<file path="config.mk">
export PLATFORM = sky130hd
export DESIGN_NAME = grid_bin_aabb_insert_unit_flat
export DESIGN_NICKNAME = d
export VERILOG_FILES = /design/src/rtl/core/gbai_pkg.sv /design/src/rtl/core/gbai_if.sv /design/src/rtl/core/gbai_bin_div.sv /design/src/rtl/core/gbai_cell_mem.sv /design/src/rtl/core/grid_bin_aabb_insert_unit.sv /design/src/flat_wrapper.sv
export VERILOG_INCLUDE_DIRS = /design/src /design/src/rtl/core
export SDC_FILE = /design/constraint.sdc
export NUM_CORES = 1
export LEC_CHECK = 0
export BUFFER_PORTS_ARGS = -buffer_cell sky130_fd_sc_hd__buf_2
export CAP_MARGIN = 25
export CORE_ASPECT_RATIO = 1.2
export CORE_MARGIN = 2
export CORE_UTILIZATION = 67
export CTS_CLUSTER_DIAMETER = 60
export DETAILED_ROUTE_END_ITERATION = 7
export PLACE_DENSITY_LB_ADDON = 0.1
export SYNTH_ARGS = -nofsm -noshare
export SYNTH_HDL_FRONTEND = slang
export SYNTH_SLANG_ARGS = --single-unit
</file>
<file path="constraint.sdc">
create_clock -name i_clk -period 7.3 [get_ports i_clk]
set_input_delay 0.73 -clock i_clk [delete_from_list [all_inputs] [get_ports i_clk]]
set_output_delay 0.73 -clock i_clk [all_outputs]
set_load 0.03 [all_outputs]
</file>
<file path="src/rtl/core/assert_macros.svh">
// Assertion macros shared by the RTL that carries concurrent checks.
`ifndef ASSERT_MACROS_SVH
`define ASSERT_MACROS_SVH

// Clocked property, disabled while reset is asserted (active low).
`define ASSERT_PROP(label, clk, rst_n, prop, msg) \
    label: assert property (@(posedge clk) disable iff (!rst_n) prop) \
        else $error(msg);

// Condition that must never be true on a clock edge outside reset.
`define ASSERT_NEVER(label, clk, rst_n, cond, msg) \
    `ASSERT_PROP(label, clk, rst_n, !(cond), msg)

`endif

</file>
<file path="src/rtl/core/gbai_pkg.sv">
// Package: field widths, register indexes, function codes and state type.
`default_nettype none

package gbai_pkg;

    // Field widths
    localparam int COORD_W     = 16;
    localparam int ID_W        = 16;
    localparam int SIZE_W      = 15;
    localparam int GRID_W      = 4;
    localparam int OUT_IDX_W   = 3;
    localparam int SLOT_W      = 4;
    localparam int CFG_IDX_W   = 3;
    localparam int CFG_DATA_W  = 16;

    // Records per insert are capped at this count
    localparam int MAX_RESULTS = 64;

    // Configuration register indexes
    localparam logic [CFG_IDX_W-1:0] CFG_ORIGIN_X    = 3'd0;
    localparam logic [CFG_IDX_W-1:0] CFG_ORIGIN_Y    = 3'd1;
    localparam logic [CFG_IDX_W-1:0] CFG_CELL_WIDTH  = 3'd2;
    localparam logic [CFG_IDX_W-1:0] CFG_CELL_HEIGHT = 3'd3;
    localparam logic [CFG_IDX_W-1:0] CFG_GRID_COLS   = 3'd4;
    localparam logic [CFG_IDX_W-1:0] CFG_GRID_ROWS   = 3'd5;

    // Item function codes
    localparam logic FUNC_CLEAR  = 1'b0;
    localparam logic FUNC_INSERT = 1'b1;

    // Sequencer states
    typedef enum logic [2:0] {
        ST_CLR,
        ST_IDLE,
        ST_DIV,
        ST_RD,
        ST_WR
    } t_state;

endpackage

`default_nettype wire

</file>
<file path="src/rtl/core/gbai_if.sv">
// Interfaces: item input, record output and configuration write channels.
`default_nettype none

interface gbai_in_if;
    import gbai_pkg::*;
    logic                      valid;
    logic                      ready;
    logic                      func;
    logic [ID_W-1:0]           collider_id;
    logic signed [COORD_W-1:0] min_x;
    logic signed [COORD_W-1:0] min_y;
    logic signed [COORD_W-1:0] max_x;
    logic signed [COORD_W-1:0] max_y;

    modport source (output valid, func, collider_id, min_x, min_y, max_x, max_y,
                    input ready);
    modport sink   (input valid, func, collider_id, min_x, min_y, max_x, max_y,
                    output ready);
endinterface

interface gbai_out_if;
    import gbai_pkg::*;
    logic                 valid;
    logic                 ready;
    logic [OUT_IDX_W-1:0] cell_x;
    logic [OUT_IDX_W-1:0] cell_y;
    logic [ID_W-1:0]      echo_id;
    logic [SLOT_W-1:0]    slot;
    logic                 overflow;
    logic                 last;

    modport source (output valid, cell_x, cell_y, echo_id, slot, overflow, last,
                    input ready);
    modport sink   (input valid, cell_x, cell_y, echo_id, slot, overflow, last,
                    output ready);
endinterface

interface gbai_cfg_if;
    import gbai_pkg::*;
    logic                  valid;
    logic                  ready;
    logic [CFG_IDX_W-1:0]  index;
    logic [CFG_DATA_W-1:0] data;

    modport source (output valid, index, data, input ready);
    modport sink   (input valid, index, data, output ready);
endinterface

`default_nettype wire

</file>
<file path="src/rtl/core/gbai_bin_div.sv">
// Bin lane: floor((coord - origin) / size) clamped to 0..lim, one quotient bit a cycle.
`default_nettype none

module gbai_bin_div #(
    parameter int IDX_W = 3
) (
    input  logic                               i_clk,
    input  logic                               i_rst_n,
    input  logic                               i_start,
    input  logic signed [gbai_pkg::COORD_W-1:0] i_coord,
    input  logic signed [gbai_pkg::COORD_W-1:0] i_origin,
    input  logic [gbai_pkg::SIZE_W-1:0]        i_size,
    input  logic [IDX_W-1:0]                   i_lim,
    output logic                               o_done,
    output logic [IDX_W-1:0]                   o_bin
);
    import gbai_pkg::*;

    localparam int DW = SIZE_W + IDX_W;
    localparam int CW = $clog2(IDX_W + 1) > 0 ? $clog2(IDX_W + 1) : 1;

    logic [COORD_W:0]    diff;
    logic [SIZE_W-1:0]   size_eff;
    logic                ge;
    logic                r_busy;
    logic                r_neg;
    logic [CW-1:0]       r_cnt;
    logic [DW-1:0]       r_rem;
    logic [DW-1:0]       r_div;
    logic [IDX_W:0]      r_quo;

    // Exact difference, then a zero size counts as one
    assign diff     = {i_coord[COORD_W-1], i_coord} - {i_origin[COORD_W-1], i_origin};
    assign size_eff = (i_size == '0) ? SIZE_W'(1) : i_size;
    assign ge       = (r_rem >= r_div);

    // Restoring division: first step tests the saturation bit
    always_ff @(posedge i_clk) begin
        if (!i_rst_n) begin
            r_busy <= 1'b0;
            r_cnt  <= '0;
        end else if (i_start) begin
            r_busy <= 1'b1;
            r_cnt  <= CW'(IDX_W);
        end else if (r_busy) begin
            if (r_cnt == '0) begin
                r_busy <= 1'b0;
            end else begin
                r_cnt <= r_cnt - 1'b1;
            end
        end
    end

    always_ff @(posedge i_clk) begin
        if (i_start) begin
            r_neg <= diff[COORD_W];
            r_rem <= DW'(diff[COORD_W-1:0]);
            r_div <= {size_eff, {IDX_W{1'b0}}};
            r_quo <= '0;
        end else if (r_busy) begin
            if (ge) begin
                r_rem <= r_rem - r_div;
            end
            r_div <= r_div >> 1;
            r_quo <= {r_quo[IDX_W-1:0], ge};
        end
    end

    // Clamp: negative to zero, large quotient to the last active index
    always_comb begin
        if (r_neg) begin
            o_bin = '0;
        end else if (r_quo[IDX_W] || (r_quo[IDX_W-1:0] > i_lim)) begin
            o_bin = i_lim;
        end else begin
            o_bin = r_quo[IDX_W-1:0];
        end
    end

    assign o_done = !r_busy;

endmodule

`default_nettype wire

</file>
<file path="src/rtl/core/gbai_cell_mem.sv">
// Cell memories: per-cell fill counts (read and written) and the id store.
`default_nettype none

module gbai_cell_mem #(
    parameter int NUM_CELLS     = 64,
    parameter int CELL_CAPACITY = 16,
    localparam int AW  = (NUM_CELLS > 1) ? $clog2(NUM_CELLS) : 1,
    localparam int FW  = $clog2(CELL_CAPACITY + 1),
    localparam int SAW = (NUM_CELLS * CELL_CAPACITY > 1) ?
                         $clog2(NUM_CELLS * CELL_CAPACITY) : 1
) (
    input  logic                       i_clk,
    input  logic                       i_rd_en,
    input  logic [AW-1:0]              i_rd_addr,
    output logic [FW-1:0]              o_rd_data,
    input  logic [AW-1:0]              i_wr_addr,
    input  logic                       i_fill_we,
    input  logic [FW-1:0]              i_fill_data,
    input  logic                       i_store_we,
    input  logic [FW-1:0]              i_store_slot,
    input  logic [gbai_pkg::ID_W-1:0]  i_store_data
);
    import gbai_pkg::*;

    logic [FW-1:0]   mem_fill [NUM_CELLS];
    logic [ID_W-1:0] mem_store [NUM_CELLS * CELL_CAPACITY];
    logic [SAW-1:0]  store_addr;

    // Id slot address: cell * capacity + slot
    assign store_addr = SAW'(int'(i_wr_addr) * CELL_CAPACITY + int'(i_store_slot));

    // Fill counts: one write port, registered read
    always_ff @(posedge i_clk) begin
        if (i_fill_we) begin
            mem_fill[i_wr_addr] <= i_fill_data;
        end
        if (i_rd_en) begin
            o_rd_data <= mem_fill[i_rd_addr];
        end
    end

    // Id store: write only
    always_ff @(posedge i_clk) begin
        if (i_store_we) begin
            mem_store[store_addr] <= i_store_data;
        end
    end

endmodule

`default_nettype wire

</file>
<file path="src/rtl/core/grid_bin_aabb_insert_unit.sv">
// Top level: uniform-grid box binning with config registers, bin lanes and fill memory.
//
//   channel   dir   transaction
//   i_cfg     in    register index + write data
//   i_in      in    func, collider_id, box corners (Q12.4)
//   o_out     out   cell_x, cell_y, echo_id, slot, overflow, last
//
// Insert: the item is accepted, then clog2(max(MAX_COLS, MAX_ROWS)) + 1 divide steps,
//   then the bins are taken, then each covered cell gets a fill-count read and a
//   write-back.
// Clear item or grid size write: one cell per cycle, all MAX_COLS * MAX_ROWS cells (64).
// Reset (synchronous, active low) runs the same clearing pass; i_in.ready stays low.
// A stalled record holds the write step; a new item can be taken while a last record waits.
`default_nettype none

`include "assert_macros.svh"

module grid_bin_aabb_insert_unit #(
    parameter int MAX_COLS      = 8,
    parameter int MAX_ROWS      = 8,
    parameter int CELL_CAPACITY = 16
) (
    input  logic        i_clk,
    input  logic        i_rst_n,
    gbai_cfg_if.sink    i_cfg,
    gbai_in_if.sink     i_in,
    gbai_out_if.source  o_out
);
    import gbai_pkg::*;

    localparam int NUM_CELLS = MAX_COLS * MAX_ROWS;
    localparam int XW = (MAX_COLS > 1) ? $clog2(MAX_COLS) : 1;
    localparam int YW = (MAX_ROWS > 1) ? $clog2(MAX_ROWS) : 1;
    localparam int AW = (NUM_CELLS > 1) ? $clog2(NUM_CELLS) : 1;
    localparam int FW = $clog2(CELL_CAPACITY + 1);
    localparam int NW = $clog2(MAX_RESULTS);

    // Configuration registers
    logic signed [COORD_W-1:0] r_origin_x;
    logic signed [COORD_W-1:0] r_origin_y;
    logic [SIZE_W-1:0]         r_cell_w;
    logic [SIZE_W-1:0]         r_cell_h;
    logic [GRID_W-1:0]         r_cols;
    logic [GRID_W-1:0]         r_rows;

    logic cfg_acc;
    logic grid_wr;
    logic in_acc;
    logic div_start;

    assign i_cfg.ready = 1'b1;
    assign cfg_acc     = i_cfg.valid && i_cfg.ready;
    assign grid_wr     = cfg_acc &&
                         (i_cfg.index == CFG_GRID_COLS || i_cfg.index == CFG_GRID_ROWS);

    always_ff @(posedge i_clk) begin
        if (!i_rst_n) begin
            r_origin_x <= '0;
            r_origin_y <= '0;
            r_cell_w   <= SIZE_W'(16);
            r_cell_h   <= SIZE_W'(16);
            r_cols     <= GRID_W'(8);
            r_rows     <= GRID_W'(8);
        end else if (cfg_acc) begin
            case (i_cfg.index)
                CFG_ORIGIN_X:    r_origin_x <= i_cfg.data;
                CFG_ORIGIN_Y:    r_origin_y <= i_cfg.data;
                CFG_CELL_WIDTH:  r_cell_w   <= i_cfg.data[SIZE_W-1:0];
                CFG_CELL_HEIGHT: r_cell_h   <= i_cfg.data[SIZE_W-1:0];
                CFG_GRID_COLS:   r_cols     <= i_cfg.data[GRID_W-1:0];
                CFG_GRID_ROWS:   r_rows     <= i_cfg.data[GRID_W-1:0];
                default: ;
            endcase
        end
    end

    // Last active column and row after the grid size limits
    logic [XW-1:0] lim_x;
    logic [YW-1:0] lim_y;

    always_comb begin
        if (r_cols == '0) begin
            lim_x = '0;
        end else if (int'(r_cols) > MAX_COLS) begin
            lim_x = XW'(MAX_COLS - 1);
        end else begin
            lim_x = XW'(int'(r_cols) - 1);
        end
        if (r_rows == '0) begin
            lim_y = '0;
        end else if (int'(r_rows) > MAX_ROWS) begin
            lim_y = YW'(MAX_ROWS - 1);
        end else begin
            lim_y = YW'(int'(r_rows) - 1);
        end
    end

    // Four bin lanes, one per box edge
    logic          done_x0, done_x1, done_y0, done_y1;
    logic          div_done_all;
    logic [XW-1:0] bin_x0, bin_x1;
    logic [YW-1:0] bin_y0, bin_y1;

    gbai_bin_div #(.IDX_W(XW)) u_div_x0 (
        .i_clk(i_clk), .i_rst_n(i_rst_n), .i_start(div_start),
        .i_coord(i_in.min_x), .i_origin(r_origin_x), .i_size(r_cell_w),
        .i_lim(lim_x), .o_done(done_x0), .o_bin(bin_x0)
    );

    gbai_bin_div #(.IDX_W(XW)) u_div_x1 (
        .i_clk(i_clk), .i_rst_n(i_rst_n), .i_start(div_start),
        .i_coord(i_in.max_x), .i_origin(r_origin_x), .i_size(r_cell_w),
        .i_lim(lim_x), .o_done(done_x1), .o_bin(bin_x1)
    );

    gbai_bin_div #(.IDX_W(YW)) u_div_y0 (
        .i_clk(i_clk), .i_rst_n(i_rst_n), .i_start(div_start),
        .i_coord(i_in.min_y), .i_origin(r_origin_y), .i_size(r_cell_h),
        .i_lim(lim_y), .o_done(done_y0), .o_bin(bin_y0)
    );

    gbai_bin_div #(.IDX_W(YW)) u_div_y1 (
        .i_clk(i_clk), .i_rst_n(i_rst_n), .i_start(div_start),
        .i_coord(i_in.max_y), .i_origin(r_origin_y), .i_size(r_cell_h),
        .i_lim(lim_y), .o_done(done_y1), .o_bin(bin_y1)
    );

    assign div_done_all = done_x0 && done_x1 && done_y0 && done_y1;

    // Fill-count memory
    logic          mem_rd_en;
    logic [AW-1:0] cell_addr;
    logic [FW-1:0] rd_fill;
    logic [AW-1:0] wr_addr;
    logic          fill_we;
    logic [FW-1:0] fill_wdata;
    logic          store_we;
    logic [ID_W-1:0] r_id;

    gbai_cell_mem #(
        .NUM_CELLS(NUM_CELLS),
        .CELL_CAPACITY(CELL_CAPACITY)
    ) u_cell_mem (
        .i_clk(i_clk),
        .i_rd_en(mem_rd_en),
        .i_rd_addr(cell_addr),
        .o_rd_data(rd_fill),
        .i_wr_addr(wr_addr),
        .i_fill_we(fill_we),
        .i_fill_data(fill_wdata),
        .i_store_we(store_we),
        .i_store_slot(rd_fill),
        .i_store_data(r_id)
    );

    // Sequencer registers
    t_state        r_state, n_state;
    logic [XW-1:0] r_x, n_x;
    logic [YW-1:0] r_y, n_y;
    logic [NW-1:0] r_n, n_n;
    logic [AW-1:0] r_clr, n_clr;

    // Output register
    logic                 r_out_valid;
    logic [OUT_IDX_W-1:0] r_out_x;
    logic [OUT_IDX_W-1:0] r_out_y;
    logic [ID_W-1:0]      r_out_id;
    logic [SLOT_W-1:0]    r_out_slot;
    logic                 r_out_ovf;
    logic                 r_out_last;

    logic out_free;
    logic out_load;
    logic cell_full;
    logic rec_last;

    assign i_in.ready = (r_state == ST_IDLE) && !grid_wr;
    assign in_acc     = i_in.valid && i_in.ready;
    assign div_start  = in_acc && (i_in.func == FUNC_INSERT);

    assign cell_addr  = AW'(int'(r_x) * MAX_ROWS + int'(r_y));
    assign out_free   = !r_out_valid || o_out.ready;
    assign cell_full  = (rd_fill >= FW'(CELL_CAPACITY));
    assign rec_last   = ((r_x == bin_x1) && (r_y == bin_y1)) ||
                        (r_n == NW'(MAX_RESULTS - 1));

    always_ff @(posedge i_clk) begin
        if (!i_rst_n) begin
            r_state <= ST_CLR;
            r_clr   <= '0;
        end else begin
            r_state <= n_state;
            r_clr   <= n_clr;
        end
    end

    always_ff @(posedge i_clk) begin
        r_x <= n_x;
        r_y <= n_y;
        r_n <= n_n;
        if (in_acc) begin
            r_id <= i_in.collider_id;
        end
    end

    // Next state, memory strobes and record load
    always_comb begin
        n_state    = r_state;
        n_x        = r_x;
        n_y        = r_y;
        n_n        = r_n;
        n_clr      = r_clr;
        mem_rd_en  = 1'b0;
        wr_addr    = cell_addr;
        fill_we    = 1'b0;
        fill_wdata = rd_fill + FW'(1);
        store_we   = 1'b0;
        out_load   = 1'b0;

        case (r_state)
            ST_CLR: begin
                wr_addr    = r_clr;
                fill_we    = 1'b1;
                fill_wdata = '0;
                n_clr      = r_clr + AW'(1);
                if (r_clr == AW'(NUM_CELLS - 1)) begin
                    n_state = ST_IDLE;
                end
            end
            ST_IDLE: begin
                if (in_acc) begin
                    if (i_in.func == FUNC_CLEAR) begin
                        n_state = ST_CLR;
                        n_clr   = '0;
                    end else begin
                        n_state = ST_DIV;
                    end
                end
            end
            ST_DIV: begin
                if (div_done_all) begin
                    if ((bin_x0 > bin_x1) || (bin_y0 > bin_y1)) begin
                        n_state = ST_IDLE;
                    end else begin
                        n_x     = bin_x0;
                        n_y     = bin_y0;
                        n_n     = '0;
                        n_state = ST_RD;
                    end
                end
            end
            ST_RD: begin
                mem_rd_en = 1'b1;
                n_state   = ST_WR;
            end
            ST_WR: begin
                if (out_free) begin
                    out_load = 1'b1;
                    fill_we  = !cell_full;
                    store_we = !cell_full;
                    if (rec_last) begin
                        n_state = ST_IDLE;
                    end else begin
                        n_n     = r_n + NW'(1);
                        n_state = ST_RD;
                        if (r_y == bin_y1) begin
                            n_y = bin_y0;
                            n_x = r_x + XW'(1);
                        end else begin
                            n_y = r_y + YW'(1);
                        end
                    end
                end
            end
            default: begin
                n_state = ST_IDLE;
            end
        endcase

        // Grid size change empties every cell
        if (grid_wr) begin
            n_state = ST_CLR;
            n_clr   = '0;
        end
    end

    // Hold the record until taken
    always_ff @(posedge i_clk) begin
        if (!i_rst_n) begin
            r_out_valid <= 1'b0;
        end else if (out_load) begin
            r_out_valid <= 1'b1;
        end else if (o_out.ready) begin
            r_out_valid <= 1'b0;
        end
    end

    always_ff @(posedge i_clk) begin
        if (out_load) begin
            r_out_x    <= OUT_IDX_W'(r_x);
            r_out_y    <= OUT_IDX_W'(r_y);
            r_out_id   <= r_id;
            r_out_slot <= cell_full ? '0 : SLOT_W'(rd_fill);
            r_out_ovf  <= cell_full;
            r_out_last <= rec_last;
        end
    end

    assign o_out.valid    = r_out_valid;
    assign o_out.cell_x   = r_out_x;
    assign o_out.cell_y   = r_out_y;
    assign o_out.echo_id  = r_out_id;
    assign o_out.slot     = r_out_slot;
    assign o_out.overflow = r_out_ovf;
    assign o_out.last     = r_out_last;

    // Checks
    logic st_rd;
    logic cell_in_box;
    logic full_write;
    logic last_load;
    logic seq_rest;

    assign st_rd       = (r_state == ST_RD);
    assign cell_in_box = (r_x >= bin_x0) && (r_x <= bin_x1) &&
                         (r_y >= bin_y0) && (r_y <= bin_y1);
    assign full_write  = (r_state == ST_WR) && fill_we && cell_full;
    assign last_load   = out_load && rec_last;
    assign seq_rest    = (r_state == ST_IDLE) || (r_state == ST_CLR);

    `ASSERT_PROP(a_rd_after_div, i_clk, i_rst_n, st_rd |-> div_done_all, "lane busy at read")
    `ASSERT_PROP(a_cell_in_box, i_clk, i_rst_n, out_load |-> cell_in_box, "record outside box")
    `ASSERT_NEVER(a_fill_past_cap, i_clk, i_rst_n, full_write, "fill count past capacity")
    `ASSERT_PROP(a_last_ends_item, i_clk, i_rst_n, last_load |=> seq_rest, "ran past last record")

endmodule

`default_nettype wire

</file>
<file path="src/flat_wrapper.sv">
// flat-port wrapper written by rule: the top's interface ports become plain ports
module grid_bin_aabb_insert_unit_flat import gbai_pkg::*;
#(
    parameter int MAX_COLS      = 8,
    parameter int MAX_ROWS      = 8,
    parameter int CELL_CAPACITY = 16
)
  (i_clk, i_rst_n, i_cfg_valid, i_cfg_index, i_cfg_data, i_cfg_ready, i_in_valid, i_in_func, i_in_collider_id, i_in_min_x, i_in_min_y, i_in_max_x, i_in_max_y, i_in_ready, o_out_valid, o_out_cell_x, o_out_cell_y, o_out_echo_id, o_out_slot, o_out_overflow, o_out_last, o_out_ready);
  gbai_cfg_if i_cfg_i ();
  gbai_in_if i_in_i ();
  gbai_out_if o_out_i ();
  input  logic i_clk;
  input  logic i_rst_n;
  input wire logic [$bits(i_cfg_i.valid)-1:0] i_cfg_valid;
  input wire logic [$bits(i_cfg_i.index)-1:0] i_cfg_index;
  input wire logic [$bits(i_cfg_i.data)-1:0] i_cfg_data;
  output wire logic [$bits(i_cfg_i.ready)-1:0] i_cfg_ready;
  input wire logic [$bits(i_in_i.valid)-1:0] i_in_valid;
  input wire logic [$bits(i_in_i.func)-1:0] i_in_func;
  input wire logic [$bits(i_in_i.collider_id)-1:0] i_in_collider_id;
  input wire logic [$bits(i_in_i.min_x)-1:0] i_in_min_x;
  input wire logic [$bits(i_in_i.min_y)-1:0] i_in_min_y;
  input wire logic [$bits(i_in_i.max_x)-1:0] i_in_max_x;
  input wire logic [$bits(i_in_i.max_y)-1:0] i_in_max_y;
  output wire logic [$bits(i_in_i.ready)-1:0] i_in_ready;
  output wire logic [$bits(o_out_i.valid)-1:0] o_out_valid;
  output wire logic [$bits(o_out_i.cell_x)-1:0] o_out_cell_x;
  output wire logic [$bits(o_out_i.cell_y)-1:0] o_out_cell_y;
  output wire logic [$bits(o_out_i.echo_id)-1:0] o_out_echo_id;
  output wire logic [$bits(o_out_i.slot)-1:0] o_out_slot;
  output wire logic [$bits(o_out_i.overflow)-1:0] o_out_overflow;
  output wire logic [$bits(o_out_i.last)-1:0] o_out_last;
  input wire logic [$bits(o_out_i.ready)-1:0] o_out_ready;
  assign i_cfg_i.valid = i_cfg_valid;
  assign i_cfg_i.index = i_cfg_index;
  assign i_cfg_i.data = i_cfg_data;
  assign i_cfg_ready = i_cfg_i.ready;
  assign i_in_i.valid = i_in_valid;
  assign i_in_i.func = i_in_func;
  assign i_in_i.collider_id = i_in_collider_id;
  assign i_in_i.min_x = i_in_min_x;
  assign i_in_i.min_y = i_in_min_y;
  assign i_in_i.max_x = i_in_max_x;
  assign i_in_i.max_y = i_in_max_y;
  assign i_in_ready = i_in_i.ready;
  assign o_out_valid = o_out_i.valid;
  assign o_out_cell_x = o_out_i.cell_x;
  assign o_out_cell_y = o_out_i.cell_y;
  assign o_out_echo_id = o_out_i.echo_id;
  assign o_out_slot = o_out_i.slot;
  assign o_out_overflow = o_out_i.overflow;
  assign o_out_last = o_out_i.last;
  assign o_out_i.ready = o_out_ready;
  grid_bin_aabb_insert_unit #(.MAX_COLS(MAX_COLS), .MAX_ROWS(MAX_ROWS), .CELL_CAPACITY(CELL_CAPACITY)) u_core (.i_clk(i_clk), .i_rst_n(i_rst_n), .i_cfg(i_cfg_i), .i_in(i_in_i), .o_out(o_out_i));
endmodule
</file>
* After elaboration in Yosys (flattened, before gate mapping)
Memories as Yosys holds them, arrays and structs flattened. A register that Yosys moved wholly into a read port is not among the register bits.
Cells that the tools add are included.
** Word-level totals
- Register bits :: 312
- Bits in writable memories :: 320
- Bits of input ports :: 105
- Output and inout bits :: 31
- Logic and storage cells :: 275
- Memories :: 1
** Memory list
- u_core.u_cell_mem.mem_fill :: words 64, width 5, rd ports 1, clocked after Yosys merged registers in 1, write ports 1, line gbai_cell_mem.sv:25 : logic [FW-1:0] mem_fill [NUM_CELLS];
** Cells by class
- Add/sub/neg operators :: 20
- Order comparisons :: 13
- Equality and inequality tests :: 25
- Multiplexer cells :: 97
- Bitwise operators :: 1
- Reductions and logical operators :: 67
** Operators with widths (number)
- $mux W16 :: 12
- $mux W18 :: 8
- $mux W3 :: 26
- $ge A18 B18 Y1 :: 4
- $sub A18 B18 Y18 :: 4
- $sub A16 B16 Y17 :: 4
- $mux W6 :: 7
- $reduce_and A2 Y1 :: 18
- $logic_not A15 Y1 :: 2
- $mux W15 :: 2
- $mux W2 :: 15
- $pmux W6 S2 :: 2
- $reduce_bool A2 Y1 :: 11
- $mux W1 :: 20
- $gt A3 B3 Y1 :: 6
- $ne A2 B1 Y1 const B :: 9
- $pmux W3 S5 :: 1
- $add A6 B1 Y6 const B :: 2
- $eq A3 B2 Y1 const B :: 4
- $eq A6 B6 Y1 const B :: 2
- $pmux W3 S2 :: 2
- $eq A3 B3 Y1 const B :: 3
- $gt A4 B4 Y1 const B :: 2
- $logic_and A1 B1 Y1 :: 8
- 22 further kinds :: 49

* Longest topological paths before layout
- Word-level depth :: 13
- Depth in mapped cells :: 19
- Gate-level depth less buffers :: 19

* Modules after synthesis
A second synthesis with hierarchy kept.
** Unflattened totals
- Cells, all modules :: 2940
- Area, all modules :: 33774.9 um^2
** By module, submodules not included
- gbai_cell_mem :: times used 1, cells each 635, area an instance 12834.8 um^2, seq. area each 9759.4 um^2
- gbai_bin_div at u_core.u_div_x1 ... :: times used 2, cells each 443, area an instance 3817.4 um^2, seq. area each 1201.2 um^2
- grid_bin_aabb_insert_unit :: times used 1, cells each 566, area an instance 5660.4 um^2, seq. area each 3283.1 um^2
- gbai_bin_div at u_core.u_div_x0 :: times used 1, cells each 441, area an instance 3887.5 um^2, seq. area each 1201.2 um^2
- gbai_bin_div at u_core.u_div_y1 :: times used 1, cells each 412, area an instance 3757.4 um^2, seq. area each 1201.2 um^2

* Least setup slack after synthesis
No wires, ideal clock.
- Path type :: register to register
- Start point :: reg u_core.r_cols[0]
- End point :: reg u_core.r_n[0] (enable)
- Library setup time :: 0.376 ns
- Arrival :: 4.070 ns
- Data required time :: 6.924 ns
- Setup slack :: 2.854 ns
- Stages on the path, launching flop included :: 19
- Buffers on the path :: 0
- Period minus slack after synthesis :: 4.446 ns
- Path through :: dfxtp_1 inv_1 ha_1 nor2b_1 maj3_1 ha_1 nand2_1 o21bai_1 a221o_1 a211oi_1 ha_1 nor2b_1 o21a_1 o21ai_0 nand2_1 nor3_1 a21oi_1 or4_1 o21ai_1
** On the way
- Word-level cells in the longest chain between the ends :: 12
- Elaborated cells between the ends (all ways) :: 21
- Classes of those cells :: add/sub: 1; order compare: 4; eq/ne: 3; mux: 6; reduce/logical: 7
** Ends and longest elaborated chain
- start, declared :: line grid_bin_aabb_insert_unit.sv:43 : logic [GRID_W-1:0] r_cols;
- start signal, assigned :: line grid_bin_aabb_insert_unit.sv:70 : CFG_GRID_COLS: r_cols <= i_cfg.data[GRID_W-1:0];
- $gt A4 B4 Y1 / $sub A3 B1 Y3 (equally long branches) :: line grid_bin_aabb_insert_unit.sv:84, grid_bin_aabb_insert_unit.sv:87
- $mux W3 :: line grid_bin_aabb_insert_unit.sv:84 : end else if (int'(r_cols) > MAX_COLS) begin
- $mux W3 (*) :: line grid_bin_aabb_insert_unit.sv:82 : if (r_cols == '0) begin
- parallel branches: the longest is 8 deep, another holds $gt A3 B3 Y1
- $reduce_and A5 Y1 (no source line) (*)
- end signal, assigned :: line grid_bin_aabb_insert_unit.sv:200 : r_n <= n_n;
- end, declared :: line grid_bin_aabb_insert_unit.sv:160 : logic [NW-1:0] r_n, n_n;
Every way passes the cells marked *.
A chain may end at the register's enable or synchronous reset.

* Worst setup path in the final report
- Start point :: reg u_core.r_cols[0]
- End point :: reg u_core.r_y[2] (enable)
** On the way
- Word-level cells in the longest chain between the ends :: 12
- Elaborated cells between the ends (all ways) :: 21
- Classes of those cells :: add/sub: 1; order compare: 4; eq/ne: 3; mux: 6; reduce/logical: 7
** Ends and longest elaborated chain
- $gt A4 B4 Y1 / $sub A3 B1 Y3 (equally long branches) :: line grid_bin_aabb_insert_unit.sv:84, grid_bin_aabb_insert_unit.sv:87
- $mux W3 :: line grid_bin_aabb_insert_unit.sv:84
- $mux W3 (*) :: line grid_bin_aabb_insert_unit.sv:82
- parallel branches: the longest is 8 deep, another holds $gt A3 B3 Y1
- $reduce_and A5 Y1 (no source line) (*)
- end signal, assigned :: line grid_bin_aabb_insert_unit.sv:199 : r_y <= n_y;
- end, declared :: line grid_bin_aabb_insert_unit.sv:159 : logic [YW-1:0] r_y, n_y;
Marked as above.

==> impl_results.md <==
* Status: complete, no violations
* Fin nets at between 3000 and 4000
* Post-route ant nets at 0
* Design Area, Final at ~36000 µm²
* # IOs at 136
* VDD IR max at 0.000323 V
* Post-CTS Hold Buffers at 0
* DR iter-0 viols at 1761
* Netlist cell types at 80
* Reg-to-reg endpoint: u_core.r_y[2]
* Cells after Synth at 2643
* Post-CTS Setup Repair Bufs at 0
* H-tree depth at 2
* Max Buffers Root-to-Sink at 3
* Vias in the first global route at 21800
* Syn_nets at about 2900
* Min-delay src: i_in_collider_id[12]
* CTS root buf: clkbuf_16
* FF+latch count, synth at 637
* Initial Util at 0.675
* Crit Reg-Reg Startpoint: u_core.r_cols[0]
* Hold EP: u_core.r_id[12]
* TritonCTS clock tree: done
* Layout cells sized above 1 at 0.146
* Final min period at between 5000 and 6000 ps
* Critical Path Fanout Max at 9
* Length in cells of the worst reg-to-reg path at 18
* Post-Route WL at roughly 80000 µm
* Max Cap Viol at 0
* Worst Skew at approximately 22 ps
* Post-route setup slack at about 2000 ps
* CTS-repair resized insts at 0
* Startpoint Class: flop
* Initial antenna violation count at 2
* Clock Sinks at 637
* Fraction of registers with async set/reset at 0
* Setup WS pre-CTS at about 2200 ps
* Gpl congestion at ~0.93
* Largest net degree at the start of global routing at 87
* Fin. Hold Viols at 0
* Core ar. at roughly 48000 µm²
* Die ar. at approximately 50000 µm²
* CTS Buf Count at 61
* Avg Synthesized Cell Area at 12.2 µm²
* Setup TNS at 0 ps
* Register-to-register setup slack at roughly 2000 ps
* First-pass GRT wire length at 121000 µm
* Post-synth EDFFs at 509
* Crit. End Element: flop
* Hold Path Cell Cnt at 1
* Fillers at 3103
* Slew Limit Headroom at 0.355
* Placed Area at ~34000 µm²
* Global route total overflow at 0
* Row cnt at just under 90
* Area growth, synth to finish at 10.2%
* Synth Cell Area at 32300 µm²
* P per Cell Area at 212 nW/µm²
* Clk slew on worst S/H paths at around 70 ps
* Seq/Total Area, Yosys at 0.553
* Synthesis Warnings at 0
* First-pass DRT Iterations at 7
* PortBufs at between 100 and 150
* Via density at between 6 and 7
* Die Y at 244 µm
* Fin crit share at 0.721
* Leakage at between 10 and 15 nW
* Unrepaired setup endpoints after global routing: no
* Critical Path RT at ~7600 ps
* Die Width at 204 µm
* Crit path kind: reg2reg
* Clock insertion delay at the later pin of the skew report at roughly 650 ps
* Max-slew violations at 0
* Final core occ at 0.744
* Maximum operating frequency at approximately 190 MHz
* Min-delay worst type: in2reg
* Top_reg_cell synth: edfxtp_1
* Drt wl/cell at approximately 23 µm
* Worst EP arrival at ~5500 ps
* Worst Max-Slew Pin Slew at 967 ps
* Gr usage total at 0.316
* HPWL Detailed at 54300 µm
* DRC Markers at 0
* Vias at between 20000 and 25000
* Setup Viol. Count Final at 0
[worst max-delay path: stages, from the launching register on]
cell and delay, ps:
dfxtp_1 390, inv_1 60, ha_1 210, nor2b_1 160, maj3_1 440, ha_1 310
nand2_1 70, o21bai_1 160, a221o_1 350, a211oi_1 370, ha_1 320, nor2b_1 140
o21a_1 160, o21ai_0 220, nand2_1 130, nor3_1 190, a21oi_1 60, or4_1 460
o21ai_1 690
[placed cells by master, fill, tap and decap left out, types with 50 or more instances in the layout]
| cell type | instances |
|---|---|
| nor2_1 | 216 |
| inv_1 | 164 |
| xor2_1 | 50 |
| buf_2 | 134 |
| mux4_2 | 105 |
| clkbuf_16 | 61 |
| dfxtp_1 | 128 |
| a21boi_0 | 62 |
| ha_1 | 162 |
| a21oi_1 | 101 |
| mux2i_1 | 54 |
| nand3_1 | 51 |
| nand2_1 | 242 |
| edfxtp_1 | 509 |
| xnor2_1 | 59 |
| a22o_1 | 54 |
| o21ai_0 | 100 |
[registers in the layout, indices dropped and copies added (netlist names), 18 cells and up]
name and flops:
u_core.u_div_y0.r_rem 18, u_core.u_div_x1.r_div 18, u_core.u_cell_mem.mem_fill 320, u_core.u_div_x1.r_rem 18, u_core.u_div_y1.r_div 18, u_core.u_div_y0.r_div 18, u_core.u_div_y1.r_rem 18, u_core.u_div_x0.r_rem 18
u_core.u_div_x0.r_div 18
[where the power goes]
part | total, mW | internal, mW | switching (mW) | leakage (nW)
Combinational | 0.432 | 0.181 | 0.251 | 6.78
Sequential | 3.94 | 3.91 | 0.0325 | 5.75
Clock | 3.16 | 1.77 | 1.39 | 0.970
Total | 7.53 | 5.85 | 1.68 | 13.5
[worst max path at each step]
stage / end / from / cells after the start
2_1_floorplan: u_core.r_n[0] / u_core.r_cols[0] / 18
3_3_place_gp: u_core.r_n[3] / u_core.r_cols[0] / 18
3_5_place_dp: u_core.r_n[0] / u_core.r_cols[0] / 18
4_1_cts: u_core.r_y[2] / u_core.r_cols[0] / 18
5_1_grt: u_core.r_y[0] / u_core.r_cols[0] / 18
6_report: u_core.r_y[2] / u_core.r_cols[0] / 18
[layer usage]
layer / global-route usage / vias to the layer above / part of all wire
met1: 0.395 / 10800 / 0.39
li1: - / 10100 / -
met4: 0.141 / 4 / 0.047
met5: 0 / - / 0.00040
met2: 0.551 / 818 / 0.51
met3: 0.0386 / 182 / 0.059
[synth_stat cells, types with 12 or more instances]
library cell  number  area share
o211ai_1          18      0.0042
ha_1             162       0.063
clkbuf_1          76      0.0088
o21ai_0          100       0.016
nand3_1           51      0.0079
a21oi_1          101       0.016
inv_1            165       0.019
o21a_1            30      0.0070
nor3_1            42      0.0065
and2_1            13      0.0025
or3_1             16      0.0031
nand2_1          243       0.028
o31ai_1           21      0.0049
a21boi_0          62       0.014
edfxtp_1         509        0.47
a22o_1            54       0.015
dfxtp_1          128       0.079
nand2b_1          37      0.0072
nor2b_1           40      0.0078
or2_2             13      0.0025
nand4_1           16      0.0031
xnor2_1           59       0.016
xor2_1            50       0.014
nor2_1           221       0.026
and3_1            15      0.0029
mux4_2           105       0.073
a211oi_1          18      0.0042
mux2i_1           54       0.017
buf_2             18      0.0028
o21bai_1          12      0.0028
a21o_1            32      0.0074
a31oi_1           18      0.0035
[layout make-up]
type | count | area (µm²) | share of cell area
flip-flops and latches | 637 | 17800 | 0.502
clock inverters | 30 | 309 | 0.00869
inverters | 166 | 626 | 0.0176
repair buffers | 154 | 853 | 0.0240
well taps | 630 | 788 | 0.0222
multi-input cells | 1741 | 13400 | 0.378
diodes | 1 | 2.50 | 0.0000704
clock buffers | 83 | 1680 | 0.0472
[per-stage QoR]
step / hold slack, ps / power (mW) / instances
after floorplan: 400 / 4.30 / 2643
after global placement: 401 / 4.42 / 3327
after detailed placement: 405 / 4.44 / 3327
after CTS: 238 / 7.55 / 3440
after global routing: 253 / 7.73 / 3441
final: 263 / 7.53 / 3442
[kinds of logic after synthesis]
group | synth area share
flip-flops | 0.553
buffers and inverters | 0.0316
multiplexers | 0.0935
other | 0.000116
AO/OA/AOI/OAI | 0.116
AND/OR/NAND/NOR | 0.106
adder cells (fa/ha/maj) | 0.0691
XOR/XNOR | 0.0301
Power figures use the tool's default switching activity.
